[config.mk]
export PLATFORM = sky130hd
export DESIGN_NAME = serial_pwm_command_interpreter
export DESIGN_NICKNAME = d
export VERILOG_FILES = /design/src/hw/rtl/spci_pkg.sv /design/src/hw/rtl/serial_pwm_command_interpreter.sv
export SDC_FILE = /design/constraint.sdc
export NUM_CORES = 1
export LEC_CHECK = 0
export BUFFER_PORTS_ARGS = -buffer_cell sky130_fd_sc_hd__buf_4
export CAP_MARGIN = 20
export CORE_MARGIN = 3
export CORE_UTILIZATION = 35
export DETAILED_ROUTE_END_ITERATION = 10
export PLACE_DENSITY = 0.56
export SKIP_LAST_GASP = 1
export SLEW_MARGIN = 20
export SYNTH_ARGS = -nofsm -noshare
export SYNTH_HDL_FRONTEND = slang
export SYNTH_SLANG_ARGS = --single-unit
[constraint.sdc]
create_clock -name i_clk -period 9.5 [get_ports i_clk]
set_input_delay 1.9 -clock i_clk [delete_from_list [all_inputs] [get_ports i_clk]]
set_output_delay 1.9 -clock i_clk [all_outputs]
set_load 0.05 [all_outputs]
[src/hw/rtl/spci_pkg.sv]
// Shared types, character codes and reply codes for the serial PWM command interpreter.
package spci_pkg;

    localparam int LINE_BYTES  = 32;
    localparam int COUNT_W     = $clog2(LINE_BYTES);
    localparam int MAX_COUNT   = LINE_BYTES - 1;

    typedef logic [7:0]         t_byte;
    typedef logic [15:0]        t_period;
    typedef logic [2:0]         t_code;
    typedef logic [16:0]        t_compare;
    typedef logic [6:0]         t_duty;
    typedef logic [COUNT_W-1:0] t_count;
    typedef logic [22:0]        t_prod;

    localparam t_period PERIOD_RESET = 16'd999;

    // Reply codes.
    localparam t_code RC_STARTED = 3'd0;
    localparam t_code RC_STOPPED = 3'd1;
    localparam t_code RC_DUTY    = 3'd2;
    localparam t_code RC_INVALID = 3'd3;
    localparam t_code RC_RUNNING = 3'd4;
    localparam t_code RC_UNKNOWN = 3'd5;

    // Command candidates, one bit each.
    localparam int CAND_ON     = 0;
    localparam int CAND_OFF    = 1;
    localparam int CAND_PWM    = 2;
    localparam int CAND_STATUS = 3;

    // Number parser phases.
    localparam logic [1:0] NUM_PRE    = 2'd0;
    localparam logic [1:0] NUM_SIGN   = 2'd1;
    localparam logic [1:0] NUM_DIGITS = 2'd2;
    localparam logic [1:0] NUM_DONE   = 2'd3;

    localparam t_byte CH_CR    = 8'd13;
    localparam t_byte CH_LF    = 8'd10;
    localparam t_byte CH_NUL   = 8'd0;
    localparam t_byte CH_SPACE = 8'd32;
    localparam t_byte CH_TAB   = 8'd9;
    localparam t_byte CH_VT    = 8'd11;
    localparam t_byte CH_FF    = 8'd12;
    localparam t_byte CH_PLUS  = 8'd43;
    localparam t_byte CH_MINUS = 8'd45;
    localparam t_byte CH_ZERO  = 8'd48;
    localparam t_byte CH_NINE  = 8'd57;

    localparam logic [6:0] DUTY_MAX = 7'd100;

    // Division by 100 as a multiply by ceil(2^30 / 100); exact for products below 2^23.
    localparam int          RECIP_SHIFT = 30;
    localparam logic [23:0] RECIP_100   = 24'd10737419;

    // True when character c matches position i of command word k.
    function automatic logic f_word_hit(input logic [1:0] k, input t_count i, input t_byte c);
        t_byte exp_c;
        logic  in_len;
        exp_c  = 8'd0;
        in_len = 1'b0;
        case (k)
            2'(CAND_ON): begin
                in_len = (i < t_count'(2));
                case (i)
                    t_count'(0): exp_c = "O";
                    t_count'(1): exp_c = "N";
                    default:     exp_c = 8'd0;
                endcase
            end
            2'(CAND_OFF): begin
                in_len = (i < t_count'(3));
                case (i)
                    t_count'(0): exp_c = "O";
                    t_count'(1): exp_c = "F";
                    t_count'(2): exp_c = "F";
                    default:     exp_c = 8'd0;
                endcase
            end
            2'(CAND_PWM): begin
                in_len = (i < t_count'(4));
                case (i)
                    t_count'(0): exp_c = "P";
                    t_count'(1): exp_c = "W";
                    t_count'(2): exp_c = "M";
                    t_count'(3): exp_c = "=";
                    default:     exp_c = 8'd0;
                endcase
            end
            default: begin
                in_len = (i < t_count'(6));
                case (i)
                    t_count'(0): exp_c = "S";
                    t_count'(1): exp_c = "T";
                    t_count'(2): exp_c = "A";
                    t_count'(3): exp_c = "T";
                    t_count'(4): exp_c = "U";
                    t_count'(5): exp_c = "S";
                    default:     exp_c = 8'd0;
                endcase
            end
        endcase
        return in_len && (c == exp_c);
    endfunction

endpackage

[src/hw/rtl/serial_pwm_command_interpreter.sv]
// Line assembler and command interpreter that turns serial text into PWM control replies.
// Accepts one word per cycle while o_ready is high; a line end's reply enters the reply stage.
// Each word updates the line matcher in the cycle it is accepted; the duty product is
// registered with the reply, and the divide by 100 is a reciprocal multiply in the output stage.
// A reply stage and the output register form a two-word queue; input stalls only while both hold
// a word and the output is stalled. Synchronous active-low reset: period_top returns to 999,
// PWM stopped, compare value zero.
module serial_pwm_command_interpreter (
    input  logic                i_clk,
    input  logic                i_rst_n,
    input  logic                i_valid,
    output logic                o_ready,
    input  spci_pkg::t_byte     i_rx_byte,
    input  logic                i_cfg_we,
    input  spci_pkg::t_period   i_cfg_wdata,
    output logic                o_valid,
    input  logic                i_ready,
    output spci_pkg::t_code     o_reply_code,
    output logic                o_pwm_enabled,
    output spci_pkg::t_compare  o_compare_out,
    output spci_pkg::t_duty     o_duty_percent
);
    import spci_pkg::*;

    t_period    r_period;
    t_count     r_count,    n_count;
    t_count     r_mlen,     n_mlen;
    logic [3:0] r_cand,     n_cand;
    logic [1:0] r_phase,    n_phase;
    logic       r_neg,      n_neg;
    t_duty      r_accum,    n_accum;
    logic       r_over,     n_over;
    logic       r_text_end, n_text_end;
    logic       r_running,  n_running;
    t_compare   r_cmp_held;

    logic       r_s1_valid;
    t_code      r_s1_code;
    logic       r_s1_running;
    t_duty      r_s1_duty;
    t_prod      r_s1_prod;

    logic       r_o_valid;
    t_code      r_o_code;
    logic       r_o_running;
    t_compare   r_o_compare;
    t_duty      r_o_duty;

    logic       w_in_acc;
    logic       w_out_free;
    logic       w_s1_move;
    logic       w_term;
    logic       w_digit;
    logic [3:0] w_digit_val;
    logic [9:0] w_next_val;
    logic       w_res_fire;
    t_code      w_res_code;
    t_duty      w_res_duty;
    t_prod      w_prod;
    logic [46:0] w_scaled;
    t_compare   w_quot;

    assign w_out_free = !r_o_valid || i_ready;
    assign w_s1_move  = r_s1_valid && w_out_free;
    assign o_ready    = !r_s1_valid || w_out_free;
    assign w_in_acc   = i_valid && o_ready;

    assign w_term      = (i_rx_byte == CH_CR) || (i_rx_byte == CH_LF);
    assign w_digit     = (i_rx_byte >= CH_ZERO) && (i_rx_byte <= CH_NINE);
    assign w_digit_val = 4'(i_rx_byte - CH_ZERO);
    assign w_next_val  = 10'(r_accum) * 10'd10 + 10'(w_digit_val);

    assign w_prod = t_prod'(r_accum) * t_prod'({1'b0, r_period} + 17'd1);

    always_comb begin
        n_count    = r_count;
        n_mlen     = r_mlen;
        n_cand     = r_cand;
        n_phase    = r_phase;
        n_neg      = r_neg;
        n_accum    = r_accum;
        n_over     = r_over;
        n_text_end = r_text_end;
        n_running  = r_running;
        w_res_fire = 1'b0;
        w_res_code = RC_UNKNOWN;
        w_res_duty = '0;

        if (w_in_acc) begin
            if (!w_term) begin
                if (r_count < t_count'(MAX_COUNT)) begin
                    n_count = r_count + t_count'(1);
                    if (!r_text_end) begin
                        if (i_rx_byte == CH_NUL) begin
                            n_text_end = 1'b1;
                        end else begin
                            n_mlen = r_mlen + t_count'(1);
                            if (r_cand[CAND_ON]
                                    && !f_word_hit(2'(CAND_ON), r_mlen, i_rx_byte)) begin
                                n_cand[CAND_ON] = 1'b0;
                            end
                            if (r_cand[CAND_OFF]
                                    && !f_word_hit(2'(CAND_OFF), r_mlen, i_rx_byte)) begin
                                n_cand[CAND_OFF] = 1'b0;
                            end
                            if (r_cand[CAND_STATUS]
                                    && !f_word_hit(2'(CAND_STATUS), r_mlen, i_rx_byte)) begin
                                n_cand[CAND_STATUS] = 1'b0;
                            end
                            if (r_cand[CAND_PWM]) begin
                                if (r_mlen >= t_count'(4)) begin
                                    if (r_phase == NUM_PRE) begin
                                        if (i_rx_byte inside {CH_SPACE, CH_TAB, CH_VT, CH_FF}) begin
                                            n_phase = NUM_PRE;
                                        end else if (i_rx_byte == CH_PLUS) begin
                                            n_phase = NUM_SIGN;
                                        end else if (i_rx_byte == CH_MINUS) begin
                                            n_neg   = 1'b1;
                                            n_phase = NUM_SIGN;
                                        end else if (w_digit) begin
                                            n_phase = NUM_DIGITS;
                                        end else begin
                                            n_phase = NUM_DONE;
                                        end
                                    end else if (r_phase != NUM_DONE) begin
                                        n_phase = w_digit ? NUM_DIGITS : NUM_DONE;
                                    end
                                    if (w_digit && r_phase != NUM_DONE && !r_over) begin
                                        if (w_next_val > 10'(DUTY_MAX)) begin
                                            n_over = 1'b1;
                                        end else begin
                                            n_accum = 7'(w_next_val);
                                        end
                                    end
                                end else if (!f_word_hit(2'(CAND_PWM), r_mlen, i_rx_byte)) begin
                                    n_cand[CAND_PWM] = 1'b0;
                                end
                            end
                        end
                    end
                end
            end else if (r_count != '0) begin
                w_res_fire = 1'b1;
                if (r_cand[CAND_ON] && r_mlen == t_count'(2)) begin
                    n_running  = 1'b1;
                    w_res_code = RC_STARTED;
                end else if (r_cand[CAND_OFF] && r_mlen == t_count'(3)) begin
                    n_running  = 1'b0;
                    w_res_code = RC_STOPPED;
                end else if (r_cand[CAND_PWM] && r_mlen >= t_count'(4)) begin
                    if (r_over || (r_neg && r_accum != '0)) begin
                        w_res_code = RC_INVALID;
                    end else begin
                        w_res_code = RC_DUTY;
                        w_res_duty = r_accum;
                    end
                end else if (r_cand[CAND_STATUS] && r_mlen == t_count'(6)) begin
                    w_res_code = RC_RUNNING;
                end else begin
                    w_res_code = RC_UNKNOWN;
                end
                n_count    = '0;
                n_mlen     = '0;
                n_cand     = '1;
                n_phase    = NUM_PRE;
                n_neg      = 1'b0;
                n_accum    = '0;
                n_over     = 1'b0;
                n_text_end = 1'b0;
            end
        end
    end

    assign w_scaled = 47'(r_s1_prod) * 47'(RECIP_100);
    assign w_quot   = w_scaled[RECIP_SHIFT +: 17];

    always_ff @(posedge i_clk) begin
        if (!i_rst_n) begin
            r_period   <= PERIOD_RESET;
            r_count    <= '0;
            r_mlen     <= '0;
            r_cand     <= '1;
            r_phase    <= NUM_PRE;
            r_neg      <= 1'b0;
            r_accum    <= '0;
            r_over     <= 1'b0;
            r_text_end <= 1'b0;
            r_running  <= 1'b0;
            r_cmp_held <= '0;
            r_s1_valid <= 1'b0;
            r_o_valid  <= 1'b0;
        end else begin
            if (i_cfg_we) begin
                r_period <= i_cfg_wdata;
            end
            r_count    <= n_count;
            r_mlen     <= n_mlen;
            r_cand     <= n_cand;
            r_phase    <= n_phase;
            r_neg      <= n_neg;
            r_accum    <= n_accum;
            r_over     <= n_over;
            r_text_end <= n_text_end;
            r_running  <= n_running;
            if (!r_s1_valid || w_s1_move) begin
                r_s1_valid <= w_in_acc && w_res_fire;
            end
            if (w_out_free) begin
                r_o_valid <= r_s1_valid;
            end
            if (w_s1_move && r_s1_code == RC_DUTY) begin
                r_cmp_held <= w_quot;
            end
        end
    end

    always_ff @(posedge i_clk) begin
        if (w_in_acc && w_res_fire) begin
            r_s1_code    <= w_res_code;
            r_s1_running <= n_running;
            r_s1_duty    <= w_res_duty;
            r_s1_prod    <= w_prod;
        end
        if (w_s1_move) begin
            r_o_code    <= r_s1_code;
            r_o_running <= r_s1_running;
            r_o_duty    <= r_s1_duty;
            r_o_compare <= (r_s1_code == RC_DUTY) ? w_quot : r_cmp_held;
        end
    end

    assign o_valid        = r_o_valid;
    assign o_reply_code   = r_o_code;
    assign o_pwm_enabled  = r_o_running;
    assign o_compare_out  = r_o_compare;
    assign o_duty_percent = r_o_duty;

endmodule

# After elaboration in Yosys (flattened, before gate mapping)
# Index checks and enable logic that the tools add are counted.
word_totals:
  register_bits: 124
  inputBits: 29
  output_inout_bits: 30
  elab_cells: 259
op_classes:
  n_addsub: 5
  n_mul: 3
  magnitude_cmp: 9
  n_eq_ne: 26
  mux: 125
  bitwise: 4
  reduce_logical: 62
ops:
  columns: ["cell", "n"]
  rows:
  - ["8-bit two-way mux", 22]
  - ["7-bit two-way mux", 9]
  - ["1-bit two-way mux", 62]
  - ["7-bit one-hot mux with 4 select lines", 2]
  - ["23-bit by 24-bit multiplier with 47-bit output, second input constant", 1]
  - ["8-bit by 4-bit == test with 1-bit output, second input constant", 5]
  - ["5-bit two-way mux", 7]
  - ["8-bit == test", 4]
  - ["7-bit one-hot mux with 2 select lines", 2]
  - ["8-bit by 6-bit == test with 1-bit output, second input constant", 3]
  - ["2-bit two-way mux", 12]
  - ["7-bit by 17-bit multiplier with 23-bit output", 1]
  - ["4-bit two-way mux", 5]
  - ["2-bit nonzero test", 10]
  - ["1-bit logical AND", 19]
  - ["6-bit AND reduction", 3]
  - ["9-bit AND reduction", 2]
  - ["16-bit by 1-bit adder with 17-bit output, second input constant", 1]
  - ["17-bit two-way mux", 1]
  - ["5-bit by 3-bit == test with 1-bit output, second input constant", 3]
  - ["11-bit AND reduction", 1]
  - ["10-bit by 4-bit adder with 10-bit output", 1]
  - ["5-bit by 1-bit adder with 5-bit output, second input constant", 2]
  - ["5-bit by 2-bit == test with 1-bit output, second input constant", 2]
  - ["other kinds (30)", 54]

# Logic depth before layout (Yosys ltp)
logic_depth:
  ltp_word: 18
  ltp_mapped: 25
  mapped_depth_nobuf: 25

# Least setup slack after synthesis
# OpenSTA, ideal clock, no wires.
synth_timing:
  path_kind: "reg2reg"
  startpoint: "register r_s1_prod[6]"
  endpoint: "register r_o_compare[16] (netlist: o_compare_out[16]) (data pin)"
  arrival_ns: 6.491
  required_time_ns: 9.240
  setup_slack_ns: 2.749
  path_stages_with_launch: 24
  path_buffers: 0
  cell_sequence: "edfxtp_1 -> inv_1 -> fa_1 -> inv_1 -> fa_1 -> inv_1 -> fa_1 -> fa_1 -> inv_1 -> fa_1 -> fa_1 -> inv_1 -> fa_1 -> inv_1 -> ha_1 -> nand2_1 -> or4_1 -> a21oi_1 -> nand3_1 -> a21oi_1 -> nor2_1 -> a2111oi_0 -> or4_1 -> nand3_1"
synth_between:
  elab_chain_len: 2
synth_rtl:
  columns: ["item", "line_no", "rtl"]
  rows:
  - ["from (decl)", "serial_pwm_command_interpreter.sv:41", "t_prod r_s1_prod;"]
  - ["from (signal assigned)", "serial_pwm_command_interpreter.sv:222", "r_s1_prod <= w_prod;"]
  - ["23-bit by 24-bit multiplier with 47-bit output", "serial_pwm_command_interpreter.sv:174", "assign w_scaled = 47'(r_s1_prod) * 47'(RECIP_100);"]
  - ["17-bit two-way mux", "serial_pwm_command_interpreter.sv:228", "r_o_compare <= (r_s1_code == RC_DUTY) ? w_quot : r_cmp_held;"]
  - ["to (signal assigned)", "serial_pwm_command_interpreter.sv:228", null]
  - ["to (decl)", "serial_pwm_command_interpreter.sv:46", "t_compare r_o_compare;"]
# Every way passes these cells.
# A chain may end at the register's enable or synchronous reset.

# Worst setup path in the final report
# Same ends and word-level chain as after synthesis.

==> impl_metrics.yaml <==
worst_setup_path:
  crit-reg2reg-launch: "r_s1_prod[6]"
  cp_max_fo: 7
  endpoint_kind: "register"
  rrSetupSlack_ps: 1970
  crit_start: "r_s1_prod[6]"
  rr_endpoint: "o_compare_out[16]"
  required_ps: 9670
  crit_type: "reg -> reg"
  reg2reg_depth: 23
  crit_arrival_ps: 7700
  worstSetupStartpointType: "register"
  crit_end: "o_compare_out[16]"
yosys:
  syn-num-nets: 2525
  async_reset_ff_share_pct: 0
  ys_seq_area_share_pct: 16.8
  synthFlopType: "edfxtp_1"
  ys.warnings.count: 0
  synth_common_cells: "inv_1 (410), ha_1 (303), fa_1 (270)"
  synthTopCellsByArea: "fa_1 (29%), ha_1 (20%), edfxtp_1 (10%)"
  yosysMostFrequentCell: "inv_1"
  yosysUniqueCellTypes: 68
  yosysTopAreaCellShare_pct: 29.2
  yosysTopAreaCell: "fa_1"
  synth_seq_cells: 124
  postSynthCellCount: 1923
  synth_edf_count: 62
  syn-cell-area_mm2: 0.0185
  syn_area_per_cell_um2: 9.63
floorplan:
  coreArea_mm2: 0.0518
  rows: 83
  die-area_mm2: 0.0557
  die_w_um: 236
  die_h_um: 236
  start_util_pct: 35.7
  ios: 59
clock_tree:
  cts-root-buf: "clkbuf_16"
  clk_pin_slew_worst_paths_ps: 60
  clkSinkCount: 124
  cts_hold_buf: 0
  cts_buffer_depth: 2
  clk_latency_ps: 420
  cts_buffers: 17
  tritoncts: "built"
  cts_setup_buffers: 0
  cts_max_level: 4
  post_cts_resized: 0
grt:
  antenna_found_initial: 0
  grt_max_degree: 33
  gr-total-overflow: 0
  grt_pass1_vias: 13714
  grt.total_usage_pct: 16.4
  grt_pass1_wl_mm: 73.1
timing:
  setup_viol: 0
  tns_ps: 0
  hold_viol: 0
  period_share_pct: 79.2
  max_freq_ghz: 0.133
  whs_ps: 440
  slew_violations: 0
  setup_slack_ps: 1970
  max_slew_margin_pct: 34.0
  grt_setup_unrepaired: "false"
  finalClockSkew_ps: 14.4
  finalCriticalPeriod_ps: 7530
  worst_pin_slew_ps: 983
routing:
  wl_mm: 44.7
  ant_nets: 0
  drtIter0Drc: 620
  drtPass1Iterations: 6
  wire_per_inst_um: 16.8
  num_vias: 13092
  via_per_inst: 4.92
  drc: 0
min_path:
  hp-class: "reg -> reg"
cells_and_area:
  multi_input_area_mm2: 0.0137
  diodes: 0
  drive_above_1_share_pct: 5.56
  finalInstanceArea_mm2: 0.0203
  fillCellCount: 5122
  nets: 2568
  seq_area_mm2: 0.00310
  area_delta_synth_final_pct: 9.61
pwr:
  power.density_mw_per_mm2: 66.3
  finalPower_mw: 1.34
  peakVddDrop_uv: 76.2
  leakagePower_nw: 10.9
place:
  gp_congestion: 0.932
  hpwl_mm: 38.2
  post_dp_cell_area_mm2: 0.0197
  place_ws_ps: 2070
  io_buffers: 58
run:
  drv_cap: 0
outcome:
  status: "finished, final reports clean"
-- stage by stage --
stage / instances / utilization (%)
finish: 2659 / 39.2
global route: 2659 / 39.2
CTS: 2659 / 39.2
detailed placement: 2627 / 38.0
global placement: 2627 / 38.0
floorplan: 1923 / -
-- final cells by class --
class	count	share of cell area, %
multi-input combinational	1348	67.5
sequential	124	15.3
inverter	410	7.58
tap	680	4.19
timing repair buffer	65	2.40
clock buffer	17	2.10
clock inverter	15	0.918
-- critical path, cell delays in order, from the launching register on --
cell and delay, ps:
edfxtp_1 530, inv_1 150, fa_1 510, inv_1 80, fa_1 550, inv_1 60, fa_1 500, fa_1 520
inv_1 50, fa_1 460, fa_1 550, inv_1 60, fa_1 520, inv_1 40, ha_1 340, nand2_1 90
or4_1 410, a21oi_1 190, nand3_1 170, a21oi_1 460, nor2_1 130, a2111oi_0 620, or4_1 220, nand3_1 70
-- power by group --
part / leakage (nW) / internal, mW / total [mW] / switching [mW]
logic: 9.44 / 0.0348 / 0.0921 / 0.0572
clock network: 0.293 / 0.417 / 0.680 / 0.262
registers: 1.14 / 0.564 / 0.573 / 0.00962
-- layer usage --
metal	part of all wire, %	GRT usage, %
met1	47	22.8
met5	0	0
met2	48	27.4
met4	0.88	2.75
met3	4.2	2.53
-- kinds of logic (layout without fill, tap and decap cells) --
| kind of cell | after synthesis | count (layout) | share of synthesized area (%) |
|---|---|---|---|
| AOI/OAI and AO/OA | 250 | 250 | 8.75 |
| and+or+nand+nor | 430 | 430 | 11.0 |
| DFF | 124 | 124 | 16.8 |
| adders and majority gates | 573 | 573 | 49.7 |
| xor gates and xnor gates | 75 | 75 | 3.55 |
| buffers and inverters | 451 | 507 | 9.24 |
| muxes | 20 | 20 | 1.09 |
-- placed cells by master, fill, tap and decap left out, types with 4 or more instances in the layout --
cell	Yosys	layout
inv_1	410	410
ha_1	303	303
fa_1	270	270
nand2_1	170	170
nor2_1	80	80
buf_4	0	65
edfxtp_1	62	62
dfxtp_1	62	62
a21oi_1	60	60
o21ai_0	59	59
nand3_1	43	43
xnor2_1	41	41
and2_1	37	37
a21o_1	35	35
xor2_1	34	34
nor3_1	22	22
mux2i_1	19	19
nand4_1	17	17
clkbuf_16	0	17
o21a_1	14	14
a31oi_1	14	14
nor2b_1	10	10
and3_1	10	10
a211oi_1	10	10
o21bai_1	10	10
nand2b_1	7	7
a22o_1	7	7
nor4_1	5	5
or4_1	5	5
inv_6	0	5
nor3b_1	4	4
or3_1	4	4
o211ai_1	4	4
-- sequential cells by signal (all words and copies together) (netlist names), 2 cells and up --
signal          flops
o_duty_percent      7
r_phase             2
o_reply_code        3
r_mlen              5
r_cmp_held         17
r_cand              4
r_period           16
r_count             5
r_s1_duty           7
r_s1_code           3
r_s1_prod          23
r_accum             7
o_compare_out      17
-- worst min-delay path by stage --
stage            startpoint           endpoint  slack, ps  cells after the start
5_1_grt        r_s1_running      o_pwm_enabled        450                      0
2_1_floorplan  r_s1_duty[0]  o_duty_percent[0]        400                      0
3_5_place_dp   r_s1_duty[3]  o_duty_percent[3]        400                      0
3_3_place_gp   r_s1_running      o_pwm_enabled        410                      0
4_1_cts        r_s1_running      o_pwm_enabled        440                      0
6_report       r_s1_running      o_pwm_enabled        440                      0
No activity file was read; power rests on OpenSTA's default activity.
